**src/bps_pkg.sv**
```systemverilog
// Package for the byte pattern scanner: payload and control types, register codes, defaults.
// No dependencies; every other file of the block but bps_stream_if imports it.
`default_nettype none

package bps_pkg;

    localparam int DEFAULT_MAX_PATTERN_BYTES = 16;
    localparam int DEFAULT_OFFSET_BITS       = 32;

    localparam int CFG_INDEX_BITS = 2;
    localparam int CFG_DATA_BITS  = 64;
    localparam int LENGTH_BITS    = 5;
    localparam int SPAN_BITS      = 4;   // pattern length minus one, at most 15
    localparam int COUNT_BITS     = 32;
    localparam int REPORT_OFFSET_BITS = 32;

    localparam logic [CFG_INDEX_BITS-1:0] CFG_PATTERN_LOW    = 2'd0;
    localparam logic [CFG_INDEX_BITS-1:0] CFG_PATTERN_HIGH   = 2'd1;
    localparam logic [CFG_INDEX_BITS-1:0] CFG_PATTERN_LENGTH = 2'd2;

    typedef struct packed {
        logic [7:0] data_byte;
        logic       last_byte;
    } bps_in_t;

    typedef struct packed {
        logic [COUNT_BITS-1:0]         match_count;
        logic [REPORT_OFFSET_BITS-1:0] match_offset;
        logic                          found;
    } bps_out_t;

    // Settled configuration as seen by the datapath
    typedef struct packed {
        logic [CFG_DATA_BITS-1:0] pattern_low;
        logic [CFG_DATA_BITS-1:0] pattern_high;
        logic [SPAN_BITS-1:0]     span;
    } bps_cfg_t;

    // One processing step of the scan datapath
    typedef struct packed {
        logic advance;   // a byte is consumed this cycle
        logic last;      // that byte closes the image
    } bps_step_t;

endpackage

`default_nettype wire

```
**src/bps_stream_if.sv**
```systemverilog
// Valid/ready stream interface used for both channels of the byte pattern scanner.
// Payload type is a parameter; no other dependencies.
`default_nettype none

interface bps_stream_if #(
    parameter type payload_t = logic
);
    logic     valid;
    logic     ready;
    payload_t payload;

    modport source (output valid, output payload, input ready);
    modport sink   (input valid, input payload, output ready);
endinterface

`default_nettype wire

```
**src/bps_cfg.sv**
```systemverilog
// Configuration register file: pattern bytes and pattern length, with length clamping.
// Depends on bps_pkg.
`default_nettype none

module bps_cfg
    import bps_pkg::*;
#(
    parameter int MAX_PATTERN_BYTES = DEFAULT_MAX_PATTERN_BYTES
) (
    input  wire logic                      clk,
    input  wire logic                      rst_n,
    input  wire logic                      write_enable,
    input  wire logic [CFG_INDEX_BITS-1:0] register_index,
    input  wire logic [CFG_DATA_BITS-1:0]  write_data,
    output bps_cfg_t                       cfg
);

    logic [CFG_DATA_BITS-1:0] pattern_low_reg;
    logic [CFG_DATA_BITS-1:0] pattern_high_reg;
    logic [LENGTH_BITS-1:0]   pattern_length_reg;
    logic [LENGTH_BITS-1:0]   eff_length;

    always_ff @(posedge clk or negedge rst_n)
    begin
        if (!rst_n)
        begin
            pattern_low_reg    <= '0;
            pattern_high_reg   <= '0;
            pattern_length_reg <= LENGTH_BITS'(1);
        end
        else if (write_enable)
        begin
            unique case (register_index)
                CFG_PATTERN_LOW:    pattern_low_reg    <= write_data;
                CFG_PATTERN_HIGH:   pattern_high_reg   <= write_data;
                CFG_PATTERN_LENGTH: pattern_length_reg <= write_data[LENGTH_BITS-1:0];
                default: ;
            endcase
        end
    end

    // zero means one byte; anything above the window is clamped to it
    always_comb
    begin
        eff_length = pattern_length_reg;
        if (pattern_length_reg == '0)
            eff_length = LENGTH_BITS'(1);
        else if (pattern_length_reg > LENGTH_BITS'(MAX_PATTERN_BYTES))
            eff_length = LENGTH_BITS'(MAX_PATTERN_BYTES);
    end

    assign cfg.pattern_low  = pattern_low_reg;
    assign cfg.pattern_high = pattern_high_reg;
    assign cfg.span         = SPAN_BITS'(eff_length - LENGTH_BITS'(1));

endmodule

`default_nettype wire

```
**src/bps_match.sv**
```systemverilog
// Byte window shift register and parallel pattern compare.
// Depends on bps_pkg.
`default_nettype none

module bps_match
    import bps_pkg::*;
#(
    parameter int MAX_PATTERN_BYTES = DEFAULT_MAX_PATTERN_BYTES
) (
    input  wire logic       clk,
    input  wire logic       rst_n,
    input  wire bps_step_t  step,
    input  wire logic [7:0] data_byte,
    input  wire bps_cfg_t   cfg,
    output logic            bytes_match
);

    localparam int IDX_BITS = (MAX_PATTERN_BYTES > 1) ? $clog2(MAX_PATTERN_BYTES) : 1;

    logic [7:0] window_reg  [MAX_PATTERN_BYTES];
    logic [7:0] window_next [MAX_PATTERN_BYTES];
    logic [7:0] pattern     [MAX_PATTERN_BYTES];
    logic [IDX_BITS-1:0] idx [MAX_PATTERN_BYTES];

    // newest byte at entry 0
    always_comb
    begin
        window_next[0] = data_byte;
        for (int i = 1; i < MAX_PATTERN_BYTES; i++)
            window_next[i] = window_reg[i-1];
    end

    always_comb
    begin
        for (int k = 0; k < MAX_PATTERN_BYTES; k++)
        begin
            if (k < 8)
                pattern[k] = cfg.pattern_low[8*(k%8) +: 8];
            else
                pattern[k] = cfg.pattern_high[8*(k%8) +: 8];
        end
    end

    // pattern byte k lines up with window entry span-k
    always_comb
    begin
        bytes_match = 1'b1;
        for (int k = 0; k < MAX_PATTERN_BYTES; k++)
        begin
            idx[k] = IDX_BITS'(cfg.span - SPAN_BITS'(k));
            if ((SPAN_BITS'(k) <= cfg.span) && (window_next[idx[k]] != pattern[k]))
                bytes_match = 1'b0;
        end
    end

    always_ff @(posedge clk or negedge rst_n)
    begin
        if (!rst_n)
        begin
            for (int i = 0; i < MAX_PATTERN_BYTES; i++)
                window_reg[i] <= '0;
        end
        else if (step.advance)
        begin
            for (int i = 0; i < MAX_PATTERN_BYTES; i++)
                window_reg[i] <= step.last ? 8'd0 : window_next[i];
        end
    end

endmodule

`default_nettype wire

```
**src/bps_tally.sv**
```systemverilog
// Byte position, match count, latest match offset and found flag; builds the report.
// Depends on bps_pkg.
`default_nettype none

module bps_tally
    import bps_pkg::*;
#(
    parameter int OFFSET_BITS = DEFAULT_OFFSET_BITS
) (
    input  wire logic                 clk,
    input  wire logic                 rst_n,
    input  wire bps_step_t            step,
    input  wire logic                 bytes_match,
    input  wire logic [SPAN_BITS-1:0] span,
    output bps_out_t                  report
);

    localparam int WIDE_BITS = (OFFSET_BITS > REPORT_OFFSET_BITS) ? OFFSET_BITS
                                                                   : REPORT_OFFSET_BITS;

    logic [OFFSET_BITS-1:0] position_reg;
    logic [COUNT_BITS-1:0]  count_reg;
    logic [OFFSET_BITS-1:0] offset_reg;
    logic                   seen_reg;

    logic                   hit;
    logic [OFFSET_BITS-1:0] position_next;
    logic [COUNT_BITS-1:0]  count_next;
    logic [OFFSET_BITS-1:0] offset_next;
    logic                   seen_next;
    logic [WIDE_BITS-1:0]   offset_wide;

    always_comb
    begin
        // a match needs at least pattern-length bytes of the image behind it
        hit = bytes_match && (position_reg >= OFFSET_BITS'(span));

        count_next  = count_reg;
        offset_next = offset_reg;
        if (hit)
        begin
            if (count_reg != '1)
                count_next = count_reg + COUNT_BITS'(1);
            offset_next = position_reg - OFFSET_BITS'(span);
        end
        seen_next = seen_reg | hit;

        position_next = position_reg;
        if (position_reg != '1)
            position_next = position_reg + OFFSET_BITS'(1);

        offset_wide         = WIDE_BITS'(offset_next);
        report.match_count  = count_next;
        report.match_offset = seen_next ? offset_wide[REPORT_OFFSET_BITS-1:0] : '0;
        report.found        = seen_next;
    end

    always_ff @(posedge clk or negedge rst_n)
    begin
        if (!rst_n)
        begin
            position_reg <= '0;
            count_reg    <= '0;
            offset_reg   <= '0;
            seen_reg     <= 1'b0;
        end
        else if (step.advance)
        begin
            if (step.last)
            begin
                position_reg <= '0;
                count_reg    <= '0;
                offset_reg   <= '0;
                seen_reg     <= 1'b0;
            end
            else
            begin
                position_reg <= position_next;
                count_reg    <= count_next;
                offset_reg   <= offset_next;
                seen_reg     <= seen_next;
            end
        end
    end

endmodule

`default_nettype wire

```
**src/byte_pattern_scanner.sv**
```systemverilog
// Top level of the byte pattern scanner: input register, scan datapath, result register.
// Depends on bps_pkg, bps_stream_if, bps_cfg, bps_match and bps_tally.
`default_nettype none

// Streams a memory image in, one byte per transaction, and counts occurrences of a
// pattern of 1 to MAX_PATTERN_BYTES bytes (overlapping ones included). Each image byte
// is held in the input register while the window compare and the counters update,
// and the byte flagged last_byte loads one report transaction (count, latest start
// offset, found) into the result register, after which the scan state starts afresh.
// Throughput is one byte per clock; only a report still waiting on the output when the
// next last byte arrives stalls the input. The report is offered from the result
// register once the last byte has left the input register, and can be taken at the
// following edge. The pattern registers must only be written while no byte is in
// flight.
module byte_pattern_scanner
    import bps_pkg::*;
#(
    parameter int MAX_PATTERN_BYTES = DEFAULT_MAX_PATTERN_BYTES,
    parameter int OFFSET_BITS       = DEFAULT_OFFSET_BITS
) (
    input  wire logic                      clk,
    input  wire logic                      rst_n,
    input  wire logic                      write_enable,
    input  wire logic [CFG_INDEX_BITS-1:0] register_index,
    input  wire logic [CFG_DATA_BITS-1:0]  write_data,
    bps_stream_if.sink                     image,
    bps_stream_if.source                   report
);

    bps_cfg_t  cfg;
    bps_step_t step;
    bps_out_t  result;
    logic      bytes_match;

    // input register
    logic    in_valid_reg;
    bps_in_t in_item_reg;

    // result register
    logic     out_valid_reg;
    bps_out_t out_item_reg;

    logic fire;

    // A byte in the input register moves on unless it would produce a report and the
    // result register is still occupied by one that is not being taken this cycle.
    assign fire = in_valid_reg &&
                  (!in_item_reg.last_byte || !out_valid_reg || report.ready);

    assign image.ready = !in_valid_reg || fire;

    assign step.advance = fire;
    assign step.last    = in_item_reg.last_byte;

    always_ff @(posedge clk or negedge rst_n)
    begin
        if (!rst_n)
            in_valid_reg <= 1'b0;
        else if (image.ready)
            in_valid_reg <= image.valid;
    end

    // payload needs no reset
    always_ff @(posedge clk)
    begin
        if (image.ready && image.valid)
            in_item_reg <= image.payload;
    end

    bps_cfg #(
        .MAX_PATTERN_BYTES (MAX_PATTERN_BYTES)
    ) u_cfg (
        .clk            (clk),
        .rst_n          (rst_n),
        .write_enable   (write_enable),
        .register_index (register_index),
        .write_data     (write_data),
        .cfg            (cfg)
    );

    bps_match #(
        .MAX_PATTERN_BYTES (MAX_PATTERN_BYTES)
    ) u_match (
        .clk         (clk),
        .rst_n       (rst_n),
        .step        (step),
        .data_byte   (in_item_reg.data_byte),
        .cfg         (cfg),
        .bytes_match (bytes_match)
    );

    bps_tally #(
        .OFFSET_BITS (OFFSET_BITS)
    ) u_tally (
        .clk         (clk),
        .rst_n       (rst_n),
        .step        (step),
        .bytes_match (bytes_match),
        .span        (cfg.span),
        .report      (result)
    );

    // Result register: loaded by the last byte, emptied when the report transaction
    // completes. A new load in the same cycle as a take simply replaces it.
    always_ff @(posedge clk or negedge rst_n)
    begin
        if (!rst_n)
            out_valid_reg <= 1'b0;
        else if (fire && in_item_reg.last_byte)
            out_valid_reg <= 1'b1;
        else if (report.ready)
            out_valid_reg <= 1'b0;
    end

    always_ff @(posedge clk)
    begin
        if (fire && in_item_reg.last_byte)
            out_item_reg <= result;
    end

    assign report.valid   = out_valid_reg;
    assign report.payload = out_item_reg;

endmodule

`default_nettype wire

```
**src/flat_wrapper.sv**
```systemverilog
// flat-port wrapper written by rule: the top's interface ports become plain ports
module byte_pattern_scanner_flat import bps_pkg::*;
#(
    parameter int MAX_PATTERN_BYTES = DEFAULT_MAX_PATTERN_BYTES,
    parameter int OFFSET_BITS       = DEFAULT_OFFSET_BITS
)
  (clk, rst_n, write_enable, register_index, write_data, image_valid, image_payload, image_ready, report_valid, report_payload, report_ready);
  bps_stream_if #(.payload_t(bps_in_t)) image_i ();
  bps_stream_if #(.payload_t(bps_out_t)) report_i ();
  input  wire logic clk;
  input  wire logic rst_n;
  input  wire logic write_enable;
  input  wire logic [CFG_INDEX_BITS-1:0] register_index;
  input  wire logic [CFG_DATA_BITS-1:0] write_data;
  input wire logic [$bits(image_i.valid)-1:0] image_valid;
  input wire logic [$bits(image_i.payload)-1:0] image_payload;
  output wire logic [$bits(image_i.ready)-1:0] image_ready;
  output wire logic [$bits(report_i.valid)-1:0] report_valid;
  output wire logic [$bits(report_i.payload)-1:0] report_payload;
  input wire logic [$bits(report_i.ready)-1:0] report_ready;
  assign image_i.valid = image_valid;
  assign image_i.payload = image_payload;
  assign image_ready = image_i.ready;
  assign report_valid = report_i.valid;
  assign report_payload = report_i.payload;
  assign report_i.ready = report_ready;
  byte_pattern_scanner #(.MAX_PATTERN_BYTES(MAX_PATTERN_BYTES), .OFFSET_BITS(OFFSET_BITS)) u_core (.clk(clk), .rst_n(rst_n), .write_enable(write_enable), .register_index(register_index), .write_data(write_data), .image(image_i), .report(report_i));
endmodule
```
**config.mk**
```make
export PLATFORM = sky130hd
export DESIGN_NAME = byte_pattern_scanner_flat
export DESIGN_NICKNAME = d
export VERILOG_FILES = /design/src/bps_pkg.sv /design/src/bps_stream_if.sv /design/src/bps_cfg.sv /design/src/bps_match.sv /design/src/bps_tally.sv /design/src/byte_pattern_scanner.sv /design/src/flat_wrapper.sv
export SDC_FILE = /design/constraint.sdc
export NUM_CORES = 1
export LEC_CHECK = 0
export BUFFER_PORTS_ARGS = -buffer_cell sky130_fd_sc_hd__buf_2
export CORE_ASPECT_RATIO = 1.4
export CORE_MARGIN = 4
export CORE_UTILIZATION = 55
export CTS_BUF_LIST = sky130_fd_sc_hd__clkbuf_8
export CTS_CLUSTER_SIZE = 40
export DETAILED_ROUTE_END_ITERATION = 10
export GPL_TIMING_DRIVEN = 0
export PLACE_DENSITY_LB_ADDON = 0.15
export SLEW_MARGIN = 5
export SYNTH_ARGS = -nofsm -noshare
export SYNTH_HDL_FRONTEND = slang
export SYNTH_HIERARCHICAL = 1
export SYNTH_SLANG_ARGS = --single-unit
```
**constraint.sdc**
```tcl
create_clock -name clk -period 9.8 [get_ports clk]
set_input_delay 1.96 -clock clk [delete_from_list [all_inputs] [get_ports clk]]
set_output_delay 1.96 -clock clk [all_outputs]
set_load 0.02 [all_outputs]
```
---- After elaboration in Yosys (flattened, before gate mapping) ----
Cells that the tools add are included.
W data, S select, Z words.
cells by class
  bitwise operators ....................... 17
  equality and inequality tests ........... 20
  muxes and demuxes ....................... 91
  reduce and logical (&&, ||, !) cells .... 34
  magnitude comparators ................... 34
  add/sub/neg operators ................... 19
operators by type and width
  kind                     number
  $bmux W8 S4              16
  $mux W8                  47
  $mux W32                 7
  $ne A8 B8 Y1             16
  $ge A5 B5 Y1 const B     16
  $not A4 Y5               16
  $add A32 B1 Y32 const B  2
  $ne A32 B32 Y1 const B   2
  $ge A32 B4 Y1            1
  $le A4 B4 Y1 const A     8
  $sub A32 B4 Y32          1
  $sub A4 B4 Y4 const B    8
  $logic_and A1 B1 Y1      20
  $mux W1                  19
  $le A3 B4 Y1 const A     4
  $sub A4 B3 Y4 const B    4
  $le A1 B4 Y1 const A     2
  $le A2 B4 Y1 const A     2
  $mux W4                  2
  $reduce_and A2 Y1        4
  $sub A4 B1 Y4 const B    2
  $sub A4 B2 Y4 const B    2
  $gt A5 B5 Y1 const B     1
  $logic_not A5 Y1         1
  other kinds (7)          12
storage, ports and cells
  register bits ........................... 426
  output and inout bits ................... 67
  input bits .............................. 80
  word-level logic and storage cells ...... 244

---- Depth between registers and ports, before layout ----
  depth in word-level cells ............... 29
  depth in mapped cells ................... 32
  gate-level depth less buffers ........... 20

---- Cells and area by module ----
The synthesis kept the hierarchy.
modules (own cells, without submodules)
  module                instances  cells an instance  sequential area each (µm²)  area an instance (µm²)
  bps_match             1          1426               3002.9                      15100.7
  bps_tally             1          826                2427.3                      6960.4
  bps_cfg               1          292                3329.4                      5425.2
  byte_pattern_scanner  1          84                 2272.2                      2328.5

---- Least setup slack after synthesis ----
OpenSTA, ideal clock, no wires.
  kind .................................... reg2reg
  start point ............................. register u_core.u_cfg.pattern_length_reg[2]
  end point ............................... register u_core.out_item_reg (netlist bit u_core/report.payload[34]), data pin
  buffers on the path ..................... 10
  path slack .............................. 2878 ps
  data arrival time ....................... 6660 ps
  required time ........................... 9538 ps
  stages on the path, launching flop included .. 29
  setup time .............................. 262 ps
  clock period less this slack ............ 6922 ps
  path through ............................ dfrtp_1 -> nor3_1 -> o21bai_1 -> ha_1 -> inv_1 -> buf_4 -> buf_6 -> buf_4 -> buf_2 -> clkbuf_1 -> inv_1 -> ha_1 -> buf_2 -> buf_2 -> clkbuf_1 -> mux4_2 -> mux2i_1 -> mux2i_1 -> xor2_1 -> nor4_1 -> a21oi_1 -> a2111oi_0 -> o2111ai_1 -> nor3b_2 -> o31ai_4 -> buf_4 -> buf_6 -> nor2_2 -> mux2_1
RTL lines
  item                      RTL line                     text
  start: declaration        bps_cfg.sv:20                logic [LENGTH_BITS-1:0] pattern_length_reg;
  start signal: assignment  bps_cfg.sv:36                CFG_PATTERN_LENGTH: pattern_length_reg <= write_data[LENGTH_BITS-1:0];
  end signal: assignment    byte_pattern_scanner.sv:118  out_item_reg <= result;
  end: declaration          byte_pattern_scanner.sv:41   bps_out_t out_item_reg;

==> flow_summary.toml <==
[floorplan]
start_util_pct = 55.8
dieArea_mm2 = 0.0581
core_mm2 = 0.0534
die_y_um = 283
rows = 100
die_w_um = 205
io-pin-count = 147

[power_and_ir_drop]
power.internal_mw = 4.18
pwr-share-comb_pct = 47.4
p_seq_share_pct = 30.4
power_density_mw_per_mm2 = 218
swShare_pct = 41.9
p_sw_mw = 3.02
ir_drop_mv = 0.161
power_frac_clock_pct = 22.2
p_leak_nw = 13.7

[sta]
maxSlewViolCount = 0
setup_ws_ps = 139
skew_ps = 29.7
fmax_mhz = 104
worst_pin_slew_ps = 1260
setup_viol = 0
period_needed_ps = 9660
relSlewSlack_pct = 16.0
hold_violations = 0
hold_ws_ps = 491
post-route-period-util_pct = 98.6

[route]
drt-pass1-iter-count = 6
vias = 24900
route.detailed.drc = 0
drt-initial-drc-count = 2472
drt-total-wl_mm = 117
viasPerCell = 6.86
wl_per_cell_um = 32.2
ant_nets = 0

[clock_network]
cts_tree = "yes"
postCtsHoldBufs = 0
cts_max_path_buffers = 3
htree_num_levels = 3
clk_latency_ps = 680
clock-sinks = 426
cts_made_buffers = 71
path_clk_slew_ps = 60
cts_root_buf = "clkbuf_8"

[place]
place_congestion = 1.10
dp_cells = 3493
dp_hpwl_mm = 88.5
place_ws_ps = -826
io_buffers = 146

[final_layout]
layout-drive-gt1-share_pct = 25.2
layout_commonest_cell = "dfrtp_1"
largest_reg_flops = 120
synthToLayoutAreaGrowth_pct = 10.9
final_cell_mix = "351 x dfrtp_1, 197 x mux4_2, 191 x buf_2"
final.fill_count = 4398
layout.nets = 2958
fin_cells = 3631

[worst_setup_path]
start_kind = "flop"
worstSetupEndpointType = "flop"
rr_startpoint = "u_core/u_cfg/pattern_length_reg[2]"
cp.arrival_ps = 10080
critical_path_class = "reg -> reg"
worstRegToRegCells = 29
cp_common_cell = "buf_2"
reg2reg_setup_slack_ps = 140
crit_fanout = 11
critPathBufInv = 14
critPathMaxStageDelay_ps = 520
crit_family = "buffers and inverters"
crit_start = "u_core/u_cfg/pattern_length_reg[2]"
slowest_stage = "clkdlybuf4s18_2"
cp.required_ps = 10220
crit_cells = 29

[synth]
ys_ff_latch = 426
synth_area_leaders = "dfrtp_1 29%, mux4_2 15%, edfxtp_1 7.5%, mux2i_1 5.8%, xor2_1 3.7%"
syn_avg_cell_area_um2 = 11.3
synth_top_area_share_pct = 29.5
synthCells = 2628
yosys_most_used_dff = "dfrtp_1"
synthArstFlopShare_pct = 82.6
syn_area_mm2 = 0.0298
synth_top_area_cell = "dfrtp_1"
netlist-cell-type-count = 96
synth_edf_count = 74
ys_warn_count = 6
seq_area_frac_synth_pct = 37.0
syn_nets = 2730

[min_path]
hold_depth = 1
hold_path_class = "reg -> reg"
holdCritStartpoint = "u_core/u_tally/offset_reg[13]"

[grt]
grt_pass1_wl_mm = 169
gr-total-overflow = 0
grtUsageTotal_pct = 39.7
grt_pass1_vias = 25000
grt_max_degree = 115
antenna_found_initial = 1

[outcome]
outcome = "complete, no violations"

[run]
drv_cap = 0
==> cell usage after synthesis (all sizes together) (13+ instances only) <==
cell type and number:
a221o 16, nor4 48, nand3b 132, or2 13
ha 21, mux2i 172, buf 100, o311ai 18
nor2 66, and3 21, o211ai 14, or3 17
a31oi 13, edfxtp 74, clkbuf 113, o21ai 186
nor3 55, mux2 149, o2bb2ai 22, nand4 50
a21oi 39, nor3b 19, a22oi 26, inv 156
mux4 198, xnor2 106, xor2 125, nand3 77
dfrtp 351, nand2 85
==> kinds of logic (layout without fill, tap and decap cells) <==
family / count (synthesis) / after routing / share of synthesized area (%)
flops: 426 / 426 / 37.0
buf+inv: 370 / 655 / 6.09
other cells: 0 / 4 / 0
xor+xnor: 231 / 231 / 6.84
compound gates: 419 / 419 / 9.27
fa+ha+maj: 22 / 22 / 0.948
mux: 519 / 519 / 27.2
simple gates: 641 / 641 / 12.7
==> power by group through the flow <==
stage,combinational [mW],sequential (mW),clock (mW)
2_1_floorplan,2.27,2.15,0
3_3_place_gp,3.23,2.21,0
3_5_place_dp,3.29,2.21,0
4_1_cts,3.29,2.18,1.63
5_1_grt,3.53,2.20,1.71
6_report,3.41,2.19,1.60
==> stage by stage <==
stage	utilization, %	setup TNS [ps]	instance area [um^2]	power [mW]
after floorplan	-	0	29800	4.42
after global placement	58.8	-51930	31400	5.43
after detailed placement	59.1	-63640	31600	5.50
after CTS	61.8	0	33000	7.10
after global routing	61.9	-6.71	33100	7.44
final	61.9	0	33100	7.20
==> what timing repair did <==
| item | CTS | global route |
|---|---|---|
| endpoints found under the hold margin | 0 | 0 |
| resized for setup | 4 | 1 |
| endpoints found under the setup margin | 130 | 105 |
| pin swaps | 0 | 4 |
| setup buffers | 0 | 6 |
==> area by class of cell <==
cell class / instances / area (um^2) / area share (%)
multi-input cells: 1832 / 17000 / 51.4
flip-flops and latches: 426 / 11000 / 33.4
plain buffers: 211 / 1220 / 3.70
clock buffers: 77 / 1060 / 3.20
repair buffers: 157 / 912 / 2.76
well taps: 714 / 893 / 2.70
inverters: 157 / 589 / 1.78
clock inverters: 53 / 353 / 1.07
diodes: 4 / 10.0 / 0.0303
==> per-layer routing <==
metal / vias up / global-route usage (%) / share of wire (%)
li1: 10400 / - / -
met1: 12400 / 44.9 / 33
met2: 1599 / 64.7 / 47
met3: 519 / 7.85 / 8.4
met4: 0 / 32.6 / 11
met5: - / 0 / 0
==> final timing paths <==
path                                                       end
worst max-delay path                 u_core/report.payload[48]
worst min-delay path             u_core/u_tally/offset_reg[13]
worst max register to register       u_core/report.payload[48]
worst min register to register   u_core/u_tally/offset_reg[13]
max in group asynchronous       u_core/u_match/window_next[52]
min in group asynchronous         u_core/u_tally/count_reg[18]
Power figures use the tool's default switching activity.
